## config.mk

```make
export PLATFORM = sky130hd
export DESIGN_NAME = mac_address_whitelist_table_top
export DESIGN_NICKNAME = d
export VERILOG_FILES = /design/src/hdl/mawt_pkg.sv /design/src/hdl/mawt_cell.sv /design/src/hdl/mac_address_whitelist_table_top.sv
export SDC_FILE = /design/constraint.sdc
export NUM_CORES = 2
export LEC_CHECK = 0
export ABC_AREA = 1
export BUFFER_PORTS_ARGS = -buffer_cell sky130_fd_sc_hd__buf_2
export CAP_MARGIN = 10
export CORE_MARGIN = 2
export CORE_UTILIZATION = 55
export CTS_CLUSTER_SIZE = 10
export DETAILED_ROUTE_END_ITERATION = 8
export PLACE_DENSITY = 0.71
export SLEW_MARGIN = 40
export SYNTH_ARGS = -nofsm -noshare
export SYNTH_HDL_FRONTEND = slang
export SYNTH_HIERARCHICAL = 1
export SYNTH_SLANG_ARGS = --single-unit
```

## constraint.sdc

```tcl
create_clock -name clk -period 6.7 [get_ports clk]
set_input_delay 1.34 -clock clk [delete_from_list [all_inputs] [get_ports clk]]
set_output_delay 1.34 -clock clk [all_outputs]
set_load 0.05 [all_outputs]
```

## src/hdl/mawt_pkg.sv

```systemverilog
// ----------------------------------------------------------------------------
// MAC address whitelist table package
// Sizes, command and status codes, and the transaction structures that are
// shared by the table cells and the top level.
// ----------------------------------------------------------------------------
package mawt_pkg;

    localparam int ENTRIES    = 16;
    localparam int ADDR_BYTES = 8;
    localparam int ADDR_W     = 8 * ADDR_BYTES;
    localparam int IDX_W      = $clog2(ENTRIES);

    localparam int CMD_W      = 3;
    localparam int MAC_W      = 64;
    localparam int LEN_W      = 4;
    localparam int RSSI_W     = 8;
    localparam int STATUS_W   = 2;
    localparam int SLOT_W     = 4;

    // Input tdata layout, lowest bit first.
    localparam int CMD_LSB    = 0;
    localparam int MAC_LSB    = CMD_LSB + CMD_W;
    localparam int LEN_LSB    = MAC_LSB + MAC_W;
    localparam int RSSI_LSB   = LEN_LSB + LEN_W;
    localparam int IN_BITS    = RSSI_LSB + RSSI_W;
    localparam int IN_DATA_W  = ((IN_BITS + 7) / 8) * 8;

    // Output tdata layout, lowest bit first.
    localparam int STATUS_LSB = 0;
    localparam int HIT_LSB    = STATUS_LSB + STATUS_W;
    localparam int SLOT_LSB   = HIT_LSB + 1;
    localparam int ROUT_LSB   = SLOT_LSB + SLOT_W;
    localparam int OUT_BITS   = ROUT_LSB + RSSI_W;
    localparam int OUT_DATA_W = ((OUT_BITS + 7) / 8) * 8;

    typedef enum logic [CMD_W-1:0] {
        CMD_FIND      = 3'd0,
        CMD_ADD       = 3'd1,
        CMD_REMOVE    = 3'd2,
        CMD_CLEAR_ALL = 3'd3,
        CMD_SET_RSSI  = 3'd4,
        CMD_CLR_RSSI  = 3'd5,
        CMD_GET_RSSI  = 3'd6
    } cmd_t;

    typedef enum logic [STATUS_W-1:0] {
        STAT_OK        = 2'd0,
        STAT_NOT_FOUND = 2'd1,
        STAT_FULL      = 2'd2,
        STAT_NO_RSSI   = 2'd3
    } status_t;

    typedef enum logic [2:0] {
        OP_NONE,
        OP_ADD,
        OP_WIPE,
        OP_SET_RSSI,
        OP_CLR_RSSI,
        OP_CLEAR_ALL
    } op_t;

    // Search token that walks down the row of cells, one cell per cycle.
    typedef struct packed {
        logic              valid;
        logic [ADDR_W-1:0] addr;
        logic [LEN_W-1:0]  len;
        logic              found;
        logic [IDX_W-1:0]  hit_idx;
        logic              hit_fixed;
        logic [RSSI_W-1:0] hit_rssi;
        logic              free_found;
        logic [IDX_W-1:0]  free_idx;
    } tok_t;

    // Update broadcast to every cell once the search has finished.
    typedef struct packed {
        op_t               op;
        logic [IDX_W-1:0]  idx;
        logic [ADDR_W-1:0] addr;
        logic [LEN_W-1:0]  len;
        logic [RSSI_W-1:0] rssi;
    } act_t;

endpackage

```

## src/hdl/mawt_cell.sv

```systemverilog
// ----------------------------------------------------------------------------
// MAC address whitelist table cell
// Holds one table entry, compares it with the passing search token and hands
// the updated token to the next cell. Applies broadcast updates to itself.
// ----------------------------------------------------------------------------
module mawt_cell (
    input  logic                        clk,
    input  logic                        rst_n,
    input  logic [mawt_pkg::IDX_W-1:0]  cell_idx,
    input  mawt_pkg::tok_t              tok_in,
    output mawt_pkg::tok_t              tok_out,
    input  mawt_pkg::act_t              act
);

    logic                          valid_reg, valid_next;
    logic [mawt_pkg::ADDR_W-1:0]   addr_reg, addr_next;
    logic [mawt_pkg::LEN_W-1:0]    len_reg, len_next;
    logic                          fixed_reg, fixed_next;
    logic [mawt_pkg::RSSI_W-1:0]   rssi_reg, rssi_next;
    mawt_pkg::tok_t                tok_reg, tok_next;
    logic                          match;
    logic                          selected;

    assign match    = valid_reg && (len_reg == tok_in.len) && (addr_reg == tok_in.addr);
    assign selected = (act.idx == cell_idx);

    // The lowest matching and the lowest free cell win, so earlier cells
    // are never overridden.
    always_comb
    begin
        tok_next = tok_in;
        if (match && !tok_in.found)
        begin
            tok_next.found     = 1'b1;
            tok_next.hit_idx   = cell_idx;
            tok_next.hit_fixed = fixed_reg;
            tok_next.hit_rssi  = rssi_reg;
        end
        if (!valid_reg && !tok_in.free_found)
        begin
            tok_next.free_found = 1'b1;
            tok_next.free_idx   = cell_idx;
        end
    end

    always_comb
    begin
        valid_next = valid_reg;
        addr_next  = addr_reg;
        len_next   = len_reg;
        fixed_next = fixed_reg;
        rssi_next  = rssi_reg;
        case (act.op)
            mawt_pkg::OP_CLEAR_ALL:
            begin
                valid_next = 1'b0;
            end
            mawt_pkg::OP_ADD:
            begin
                if (selected)
                begin
                    valid_next = 1'b1;
                    addr_next  = act.addr;
                    len_next   = act.len;
                    fixed_next = 1'b0;
                end
            end
            mawt_pkg::OP_WIPE:
            begin
                if (selected)
                begin
                    valid_next = 1'b0;
                    addr_next  = '0;
                    len_next   = '0;
                    fixed_next = 1'b0;
                    rssi_next  = '0;
                end
            end
            mawt_pkg::OP_SET_RSSI:
            begin
                if (selected)
                begin
                    fixed_next = 1'b1;
                    rssi_next  = act.rssi;
                end
            end
            mawt_pkg::OP_CLR_RSSI:
            begin
                if (selected)
                begin
                    fixed_next = 1'b0;
                end
            end
            default:
            begin
            end
        endcase
    end

    always_ff @(posedge clk or negedge rst_n)
    begin
        if (!rst_n)
        begin
            valid_reg <= 1'b0;
            addr_reg  <= '0;
            len_reg   <= '0;
            fixed_reg <= 1'b0;
            rssi_reg  <= '0;
            tok_reg   <= '0;
        end
        else
        begin
            valid_reg <= valid_next;
            addr_reg  <= addr_next;
            len_reg   <= len_next;
            fixed_reg <= fixed_next;
            rssi_reg  <= rssi_next;
            tok_reg   <= tok_next;
        end
    end

    assign tok_out = tok_reg;

endmodule

```

## src/hdl/mac_address_whitelist_table_top.sv

```systemverilog
// ----------------------------------------------------------------------------
// MAC address whitelist table
// Sixteen-entry address table searched by a token that walks a row of cells.
// ----------------------------------------------------------------------------
// Path: an input transaction is registered in each cell in turn for the search
// walk, then in fin_reg to decide, then in the result registers that offer it
// on the output; loading a result waits while the previous one is not taken.
// A new command is taken only once the previous one has left the cell row and
// its result is loaded, even while the previous result is still held.
// Reset: rst_n clears every entry, the enable flag and all control state.
module mac_address_whitelist_table_top (
    input  logic                                clk,
    input  logic                                rst_n,
    input  logic                                cfg_wr_en,
    input  logic                                cfg_wr_data,
    input  logic                                s_axis_tvalid,
    output logic                                s_axis_tready,
    // cmd[2:0], mac_addr[66:3], addr_len[70:67], rssi_in[78:71], zero fill
    input  logic [mawt_pkg::IN_DATA_W-1:0]      s_axis_tdata,
    output logic                                m_axis_tvalid,
    input  logic                                m_axis_tready,
    // status[1:0], hit[2], slot[6:3], rssi_out[14:7], zero fill
    output logic [mawt_pkg::OUT_DATA_W-1:0]     m_axis_tdata
);

    typedef enum logic [1:0] {
        S_IDLE,
        S_WALK,
        S_FIN
    } state_t;

    state_t                          state_reg, state_next;
    logic                            filter_enabled_reg;
    mawt_pkg::cmd_t                  cmd_reg, cmd_next;
    logic [mawt_pkg::RSSI_W-1:0]     rssi_reg, rssi_next;
    mawt_pkg::tok_t                  fin_reg, fin_next;
    logic                            out_valid_reg, out_valid_next;
    mawt_pkg::status_t               status_reg, status_next;
    logic                            hit_reg, hit_next;
    logic [mawt_pkg::SLOT_W-1:0]     slot_reg, slot_next;
    logic [mawt_pkg::RSSI_W-1:0]     rout_reg, rout_next;

    logic                            accept;
    logic                            finish;
    mawt_pkg::tok_t                  head_tok;
    mawt_pkg::tok_t                  tok [mawt_pkg::ENTRIES];
    logic [mawt_pkg::ENTRIES-1:0]    tok_vld;
    mawt_pkg::act_t                  act;
    logic [mawt_pkg::MAC_W-1:0]      in_mac;
    logic [mawt_pkg::IDX_W-1:0]      res_idx;

    assign s_axis_tready = (state_reg == S_IDLE);
    assign accept        = s_axis_tvalid && s_axis_tready;
    assign finish        = (state_reg == S_FIN) && (!out_valid_reg || m_axis_tready);
    assign in_mac        = s_axis_tdata[mawt_pkg::MAC_LSB +: mawt_pkg::MAC_W];

    always_comb
    begin
        head_tok       = '0;
        head_tok.valid = accept;
        head_tok.addr  = in_mac[mawt_pkg::ADDR_W-1:0];
        head_tok.len   = s_axis_tdata[mawt_pkg::LEN_LSB +: mawt_pkg::LEN_W];
    end

    for (genvar g = 0; g < mawt_pkg::ENTRIES; g++)
    begin : g_cell
        if (g == 0)
        begin : g_head
            mawt_cell u_cell (
                .clk      (clk),
                .rst_n    (rst_n),
                .cell_idx (mawt_pkg::IDX_W'(g)),
                .tok_in   (head_tok),
                .tok_out  (tok[g]),
                .act      (act)
            );
        end
        else
        begin : g_body
            mawt_cell u_cell (
                .clk      (clk),
                .rst_n    (rst_n),
                .cell_idx (mawt_pkg::IDX_W'(g)),
                .tok_in   (tok[g-1]),
                .tok_out  (tok[g]),
                .act      (act)
            );
        end
        assign tok_vld[g] = tok[g].valid;
    end

    // Decide the result and the table update from the finished search.
    always_comb
    begin
        act         = '0;
        act.op      = mawt_pkg::OP_NONE;
        act.addr    = fin_reg.addr;
        act.len     = fin_reg.len;
        act.rssi    = rssi_reg;
        act.idx     = fin_reg.hit_idx;
        status_next = mawt_pkg::STAT_OK;
        hit_next    = fin_reg.found;
        res_idx     = fin_reg.hit_idx;
        rout_next   = '0;
        case (cmd_reg)
            mawt_pkg::CMD_FIND:
            begin
                if (!fin_reg.found)
                    status_next = mawt_pkg::STAT_NOT_FOUND;
            end
            mawt_pkg::CMD_ADD:
            begin
                if (!fin_reg.found)
                begin
                    if (fin_reg.free_found)
                    begin
                        act.op   = mawt_pkg::OP_ADD;
                        act.idx  = fin_reg.free_idx;
                        hit_next = 1'b1;
                        res_idx  = fin_reg.free_idx;
                    end
                    else
                    begin
                        status_next = mawt_pkg::STAT_FULL;
                    end
                end
            end
            mawt_pkg::CMD_REMOVE:
            begin
                if (fin_reg.found)
                    act.op = mawt_pkg::OP_WIPE;
                else
                    status_next = mawt_pkg::STAT_NOT_FOUND;
            end
            mawt_pkg::CMD_CLEAR_ALL:
            begin
                act.op   = mawt_pkg::OP_CLEAR_ALL;
                hit_next = 1'b0;
            end
            mawt_pkg::CMD_SET_RSSI:
            begin
                if (fin_reg.found)
                    act.op = mawt_pkg::OP_SET_RSSI;
                else
                    status_next = mawt_pkg::STAT_NOT_FOUND;
            end
            mawt_pkg::CMD_CLR_RSSI:
            begin
                if (fin_reg.found)
                    act.op = mawt_pkg::OP_CLR_RSSI;
                else
                    status_next = mawt_pkg::STAT_NOT_FOUND;
            end
            mawt_pkg::CMD_GET_RSSI:
            begin
                if (!fin_reg.found)
                    status_next = mawt_pkg::STAT_NOT_FOUND;
                else if (!fin_reg.hit_fixed)
                    status_next = mawt_pkg::STAT_NO_RSSI;
                else
                    rout_next = fin_reg.hit_rssi;
            end
            default:
            begin
                hit_next = 1'b0;
            end
        endcase
        slot_next = hit_next ? mawt_pkg::SLOT_W'(res_idx) : '0;
        // The update reaches the cells only in the cycle the result is loaded.
        if (!finish)
            act.op = mawt_pkg::OP_NONE;
    end

    always_comb
    begin
        state_next     = state_reg;
        cmd_next       = cmd_reg;
        rssi_next      = rssi_reg;
        fin_next       = fin_reg;
        out_valid_next = out_valid_reg;
        if (m_axis_tready)
            out_valid_next = 1'b0;
        case (state_reg)
            S_IDLE:
            begin
                if (accept)
                begin
                    cmd_next   = mawt_pkg::cmd_t'(s_axis_tdata[mawt_pkg::CMD_LSB +:
                                                               mawt_pkg::CMD_W]);
                    rssi_next  = s_axis_tdata[mawt_pkg::RSSI_LSB +: mawt_pkg::RSSI_W];
                    state_next = S_WALK;
                end
            end
            S_WALK:
            begin
                if (tok_vld[mawt_pkg::ENTRIES-1])
                begin
                    fin_next   = tok[mawt_pkg::ENTRIES-1];
                    state_next = S_FIN;
                end
            end
            S_FIN:
            begin
                if (finish)
                begin
                    out_valid_next = 1'b1;
                    state_next     = S_IDLE;
                end
            end
            default:
            begin
                state_next = S_IDLE;
            end
        endcase
    end

    always_ff @(posedge clk or negedge rst_n)
    begin
        if (!rst_n)
        begin
            state_reg          <= S_IDLE;
            filter_enabled_reg <= 1'b0;
            out_valid_reg      <= 1'b0;
            cmd_reg            <= mawt_pkg::CMD_FIND;
            rssi_reg           <= '0;
            fin_reg            <= '0;
            status_reg         <= mawt_pkg::STAT_OK;
            hit_reg            <= 1'b0;
            slot_reg           <= '0;
            rout_reg           <= '0;
        end
        else
        begin
            state_reg     <= state_next;
            out_valid_reg <= out_valid_next;
            cmd_reg       <= cmd_next;
            rssi_reg      <= rssi_next;
            fin_reg       <= fin_next;
            if (cfg_wr_en)
                filter_enabled_reg <= cfg_wr_data;
            if (finish)
            begin
                status_reg <= status_next;
                hit_reg    <= hit_next;
                slot_reg   <= slot_next;
                rout_reg   <= rout_next;
            end
        end
    end

    assign m_axis_tvalid = out_valid_reg;

    always_comb
    begin
        m_axis_tdata = '0;
        m_axis_tdata[mawt_pkg::STATUS_LSB +: mawt_pkg::STATUS_W] = status_reg;
        m_axis_tdata[mawt_pkg::HIT_LSB]                        = hit_reg;
        m_axis_tdata[mawt_pkg::SLOT_LSB +: mawt_pkg::SLOT_W]     = slot_reg;
        m_axis_tdata[mawt_pkg::ROUT_LSB +: mawt_pkg::RSSI_W]     = rout_reg;
    end

    // Only one search token may be in the cell row at a time.
    a_single_token: assert property (@(posedge clk) disable iff (!rst_n)
        $onehot0(tok_vld))
        else $error("more than one search token in the cell row");

    // No new command is taken while a search is walking.
    a_no_accept_busy: assert property (@(posedge clk) disable iff (!rst_n)
        (tok_vld != '0) |-> !s_axis_tready)
        else $error("command accepted during a search walk");

    // An accepted command reaches the end of the row after passing every cell register.
    a_walk_length: assert property (@(posedge clk) disable iff (!rst_n)
        accept |-> ##(mawt_pkg::ENTRIES) tok_vld[mawt_pkg::ENTRIES-1])
        else $error("search token lost in the cell row");

    // A miss reports slot zero, and a returned rssi comes with an ok hit.
    a_result_shape: assert property (@(posedge clk) disable iff (!rst_n)
        m_axis_tvalid |-> ((hit_reg || (slot_reg == '0)) &&
                           ((rout_reg == '0) ||
                            (hit_reg && (status_reg == mawt_pkg::STAT_OK)))))
        else $error("inconsistent result fields");

    // The enable flag follows configuration writes only.
    a_cfg_hold: assert property (@(posedge clk) disable iff (!rst_n)
        !cfg_wr_en |=> $stable(filter_enabled_reg))
        else $error("enable flag changed without a write");

endmodule
```

== Word-level counts from Yosys, hierarchy flattened ==
Cells that the tools add are included.
Storage, ports and cells
  input port bits: 86
  word-level logic and storage cells: 826
  flip-flop bits (word level): 2772
  output and inout bits: 18
Operators by class
  equality and inequality tests: 127
  reduce and logical (&&, ||, !) cells: 188
  mux-type cells: 271
Operators with widths (count)
  64-bit 2-to-1 mux: 32
  64-bit one-hot mux with 2 select lines: 16
  64-bit == test: 16
  8-bit 2-to-1 mux: 35
  8-bit one-hot mux with 2 select lines: 16
  14-bit 2-to-1 mux: 16
  3-bit AND reduction: 65
  4-bit 2-to-1 mux: 37
  2-bit by 1-bit inequality test with 1-bit output (second input constant): 66
  4-bit one-hot mux with 2 select lines: 16
  5-bit 2-to-1 mux: 18
  4-bit == test: 16
  1-bit logical AND: 64
  1-bit one-hot mux with 3 select lines: 16
  1-bit logical NOT: 46
  1-bit 2-to-1 mux: 38
  1-bit one-hot mux with 2 select lines: 17
  4-bit == test (second input constant): 8
  2-bit 2-to-1 mux: 9
  4-bit by 3-bit == test with 1-bit output (second input constant): 4
  3-bit == test (second input constant): 5
  3-bit one-hot mux with 5 select lines: 1
  3-bit by 2-bit == test with 1-bit output (second input constant): 4
  2-bit one-hot mux with 3 select lines: 2
  17 further kinds: 23

== Depth between registers and ports, before layout ==
  depth after elaboration: 8
  gate-level depth with buffers: 15
  depth with buffers taken out: 14

== Modules after synthesis ==
The synthesis kept the hierarchy.
By module, submodules not included
  mawt_cell: times used 16, sequential area each 4154.0 µm², cells an instance 798, area each 6821.5 µm²
  mac_address_whitelist_table_top: times used 1, sequential area each 2902.8 µm², cells an instance 358, area each 4972.3 µm²

== Worst setup path after synthesis ==
OpenSTA, ideal clock, no wires.
  kind: input port to flip-flop
  start point: input port m_axis_tready
  end point: register g_cell[0].g_head.u_cell.fixed_reg
  stages on the path: 11
  data required time: 6.637 ns
  library setup time: 0.063 ns
  setup slack: -0.061 ns
  buffers on the path: 3
  data arrival time: 6.698 ns
  cell sequence: nor2_1 -> inv_1 -> nand2_1 -> buf_2 -> buf_2 -> a21oi_1 -> nor3_4 -> a21oi_4 -> buf_6 -> nand3_1 -> inv_2
RTL lines
  start: declaration: RTL line mac_address_whitelist_table_top.sv:21  | input logic m_axis_tready,
  end signal: assignment: RTL line mawt_cell.sv:116  | fixed_reg <= fixed_next;
  end: declaration: RTL line mawt_cell.sv:18  | logic fixed_reg, fixed_next;

==> out/qor.txt <==
Outcome - complete, no violations
# IOs - 104
Vias - 80,891
Simple-gate share of the synthesized area - 25.6%
Layout cell share with drive strength beyond 1 - 6.83%
Reg-to-Reg End - g_cell[10].g_body.u_cell/addr_reg[44]$_DFFE_PN0P_
Seq/Total Area, Yosys - 60.8%
Xor/xnor share of the synthesized area - 2.21%
Final critical-path required period - 4.00 ns
Global-route wire length before repair - 428 mm
Required time worst endpoint - 7.50 ns
FP Rows - 167
# resized after CTS - 0
Final setup fails - 0
GRT Total Usage - 25.9%
Die Height - 460 um
WL final - 268 mm
Synth Warn # - 6
Syn_area_per_cell - 8.69 um^2
Number of CTS-inserted buffers - 330
Post-CTS Hold Buffers - 0
Fin. Hold Viols - 0
Worst slew pin tran - 0.888 ns
Synthesized area - 114,000 um^2
Max-slew violations - 0
Worst-path clk slew - 0.05 ns
Max reg flops - 1,320
Mux cell area share after synthesis - 1.73%
Synth Register Bits - 2,772
Most frequent cells in the layout - 6,225 x nand2_1, 2,700 x dfrtp_1, 1,611 x inv_1, 743 x nor2_1, 410 x nand3_1
Synthesized netlist cell count - 13,126
Die X - 460 um
CP endpoint kind - flop
Compound-cell area share of the yosys netlist - 2.04%
Max cap viols - 0
Post-synth top area cell - dfrtp_1
Pwr Density - 310 nW/um^2
CTS max path bufs - 4
Starting density of the core - 55.2%
Max-Slew Margin vs Limit - 40.6%
Unrepaired setup endpoints after global routing - false
First drt pass iteration count - 6
Period utilization - 59.7%
Worst skew pair latency - 0.95 ns
Vias in the first global route - 79,678
NumNets Final - 13,675
Largest family of logic cells by synthesized area - simple AND/OR/NAND/NOR gates
Flop2flop setup slack - 2.70 ns
Largest net degree at the start of global routing - 162
Startpoint Class - flop
Drt drc - 0
Avg WL per Cell - 16.4 um
Remaining global-route overflow - 0
Register Area - 69,500 um^2
Reg2reg path depth - 13
Root Driver - clkbuf_16
Crit Reg-Reg Startpoint - fin_reg[18]$_DFFE_PN0P_
Top cells by area, synth - dfrtp_1 61%, nand2_1 20%, inv_1 5.3%
Vias per Instance - 4.95
Filler cell count - 16,727
Hold Crit Class - in -> async
Final Skew - 0.0579 ns
Post-Synth Adder-Cell Area - 0%
Fmax - 250 MHz
Crit path DAT - 4.80 ns
Synth top area share - 60.8%
Area of the multi-input gates - 37,100 um^2
Post-detailed-route count of antenna-violating nets - 0
Area grow syn2layout - 11.3%
Critical path type - reg -> reg
Core area - 207,000 um^2
VDD IR-drop max - 0.000308 V
Antenna violations before repair - 7
Placer Congestion - 0.889
Htree depth - 5
Synth cell types - 31
DRT iter0 DRCs - 6,731
Setup TNS - 0 ns
Die area - 211,000 um^2
Leak - 67.2 nW
Detailed Place HPWL - 189 mm
Commonest non-fill, non-tap cell in the layout - nand2_1
Pwr Total - 39.4 mW
TritonCTS Sinks - 2,772
CTS tree - done
Crit path max fanout - 54
Postcts setup bufs - 0
IO buf count - 99
-- report_power, final --
group / internal (mW) / total, mW / switching [mW] / leakage [nW]
registers: 18.0 / 20.7 / 2.63 / 34.4
clock network: 8.98 / 15.2 / 6.21 / 4.28
logic: 1.40 / 3.51 / 2.11 / 28.5
-- area by class of cell --
type	count	area share [%]
antenna	6	0.0118
clock buffer	374	6.83
clock inverter	5	0.0404
inverter	1661	4.91
multi-input combinational	8601	29.2
sequential	2772	54.7
tap	2704	2.66
timing repair buffer	223	1.63
-- synthesized netlist by cell type (all sizes together) --
| master | count |
|---|---|
| nor2 | 780 |
| nor3 | 64 |
| a31oi | 1 |
| nand2 | 6226 |
| inv | 1660 |
| clkinv | 1 |
| a21oi | 38 |
| nand3 | 411 |
| dfrtp | 2772 |
| buf | 271 |
| clkbuf | 48 |
| nand4 | 34 |
| conb | 2 |
| or2 | 16 |
| o21ai | 318 |
| xnor2 | 192 |
| o22ai | 48 |
| xor2 | 96 |
| mux2 | 148 |
-- critical path: stages, from the launching register on --
cell and delay [ns]:
dfrtp_1 0.45, nor2_1 0.32, nand2_1 0.22, nand2_1 0.10
nand2_1 0.17, buf_4 0.30, or2_1 0.26, a21oi_2 0.17
nand2_1 0.15, nor3_4 0.60, a21oi_4 0.35, buf_4 0.40
nand2_1 0.17, nand2_1 0.06
-- routing by layer --
layer | vias to the layer above | share of wire (%) | GRT usage (%)
met1 | 38662 | 42 | 34.1
met5 | - | 0.015 | 0
met2 | 2093 | 48 | 42.9
li1 | 39602 | - | -
met4 | 6 | 4.4 | 11.2
met3 | 528 | 5.6 | 3.84
-- worst max path at each step --
stage,from,endpoint,slack [ns],cells after the start
2_1_floorplan,m_axis_tready,g_cell[0].g_head.u_cell/addr_reg[54]$_DFFE_PN0P_,1.75,14
3_3_place_gp,m_axis_tready,g_cell[11].g_body.u_cell/valid_reg$_DFFE_PN0P_,1.94,11
3_5_place_dp,m_axis_tready,g_cell[9].g_body.u_cell/addr_reg[14]$_DFFE_PN0P_,2.12,14
4_1_cts,cmd_reg[2]$_DFFE_PN0P_,g_cell[10].g_body.u_cell/addr_reg[44]$_DFFE_PN0P_,2.73,15
5_1_grt,cmd_reg[2]$_DFFE_PN0P_,g_cell[10].g_body.u_cell/addr_reg[63]$_DFFE_PN0P_,2.39,15
6_report,fin_reg[18]$_DFFE_PN0P_,g_cell[10].g_body.u_cell/addr_reg[44]$_DFFE_PN0P_,2.70,13
-- through the flow --
step | util, % | area (um^2) | hold slack (ns) | std cells | setup WS [ns]
6_report | 61.4 | 127000 | 0.254 | 16346 | 2.70
5_1_grt | 61.4 | 127000 | 0.252 | 16340 | 2.39
4_1_cts | 61.3 | 127000 | 0.210 | 16329 | 2.73
3_5_place_dp | 57.1 | 118000 | 0.336 | 15950 | 2.12
3_3_place_gp | 56.9 | 118000 | 0.332 | 15935 | 1.94
2_1_floorplan | - | 115000 | 0.331 | 13353 | 1.75
-- cells by family after synthesis --
logic type	count (synthesis)
other	2
AND/OR/NAND/NOR	7531
AO/OA/AOI/OAI	405
flip-flops	2772
buffers and inverters	1980
XOR/XNOR	288
multiplexers	148
No activity file was read; power rests on OpenSTA's default activity.
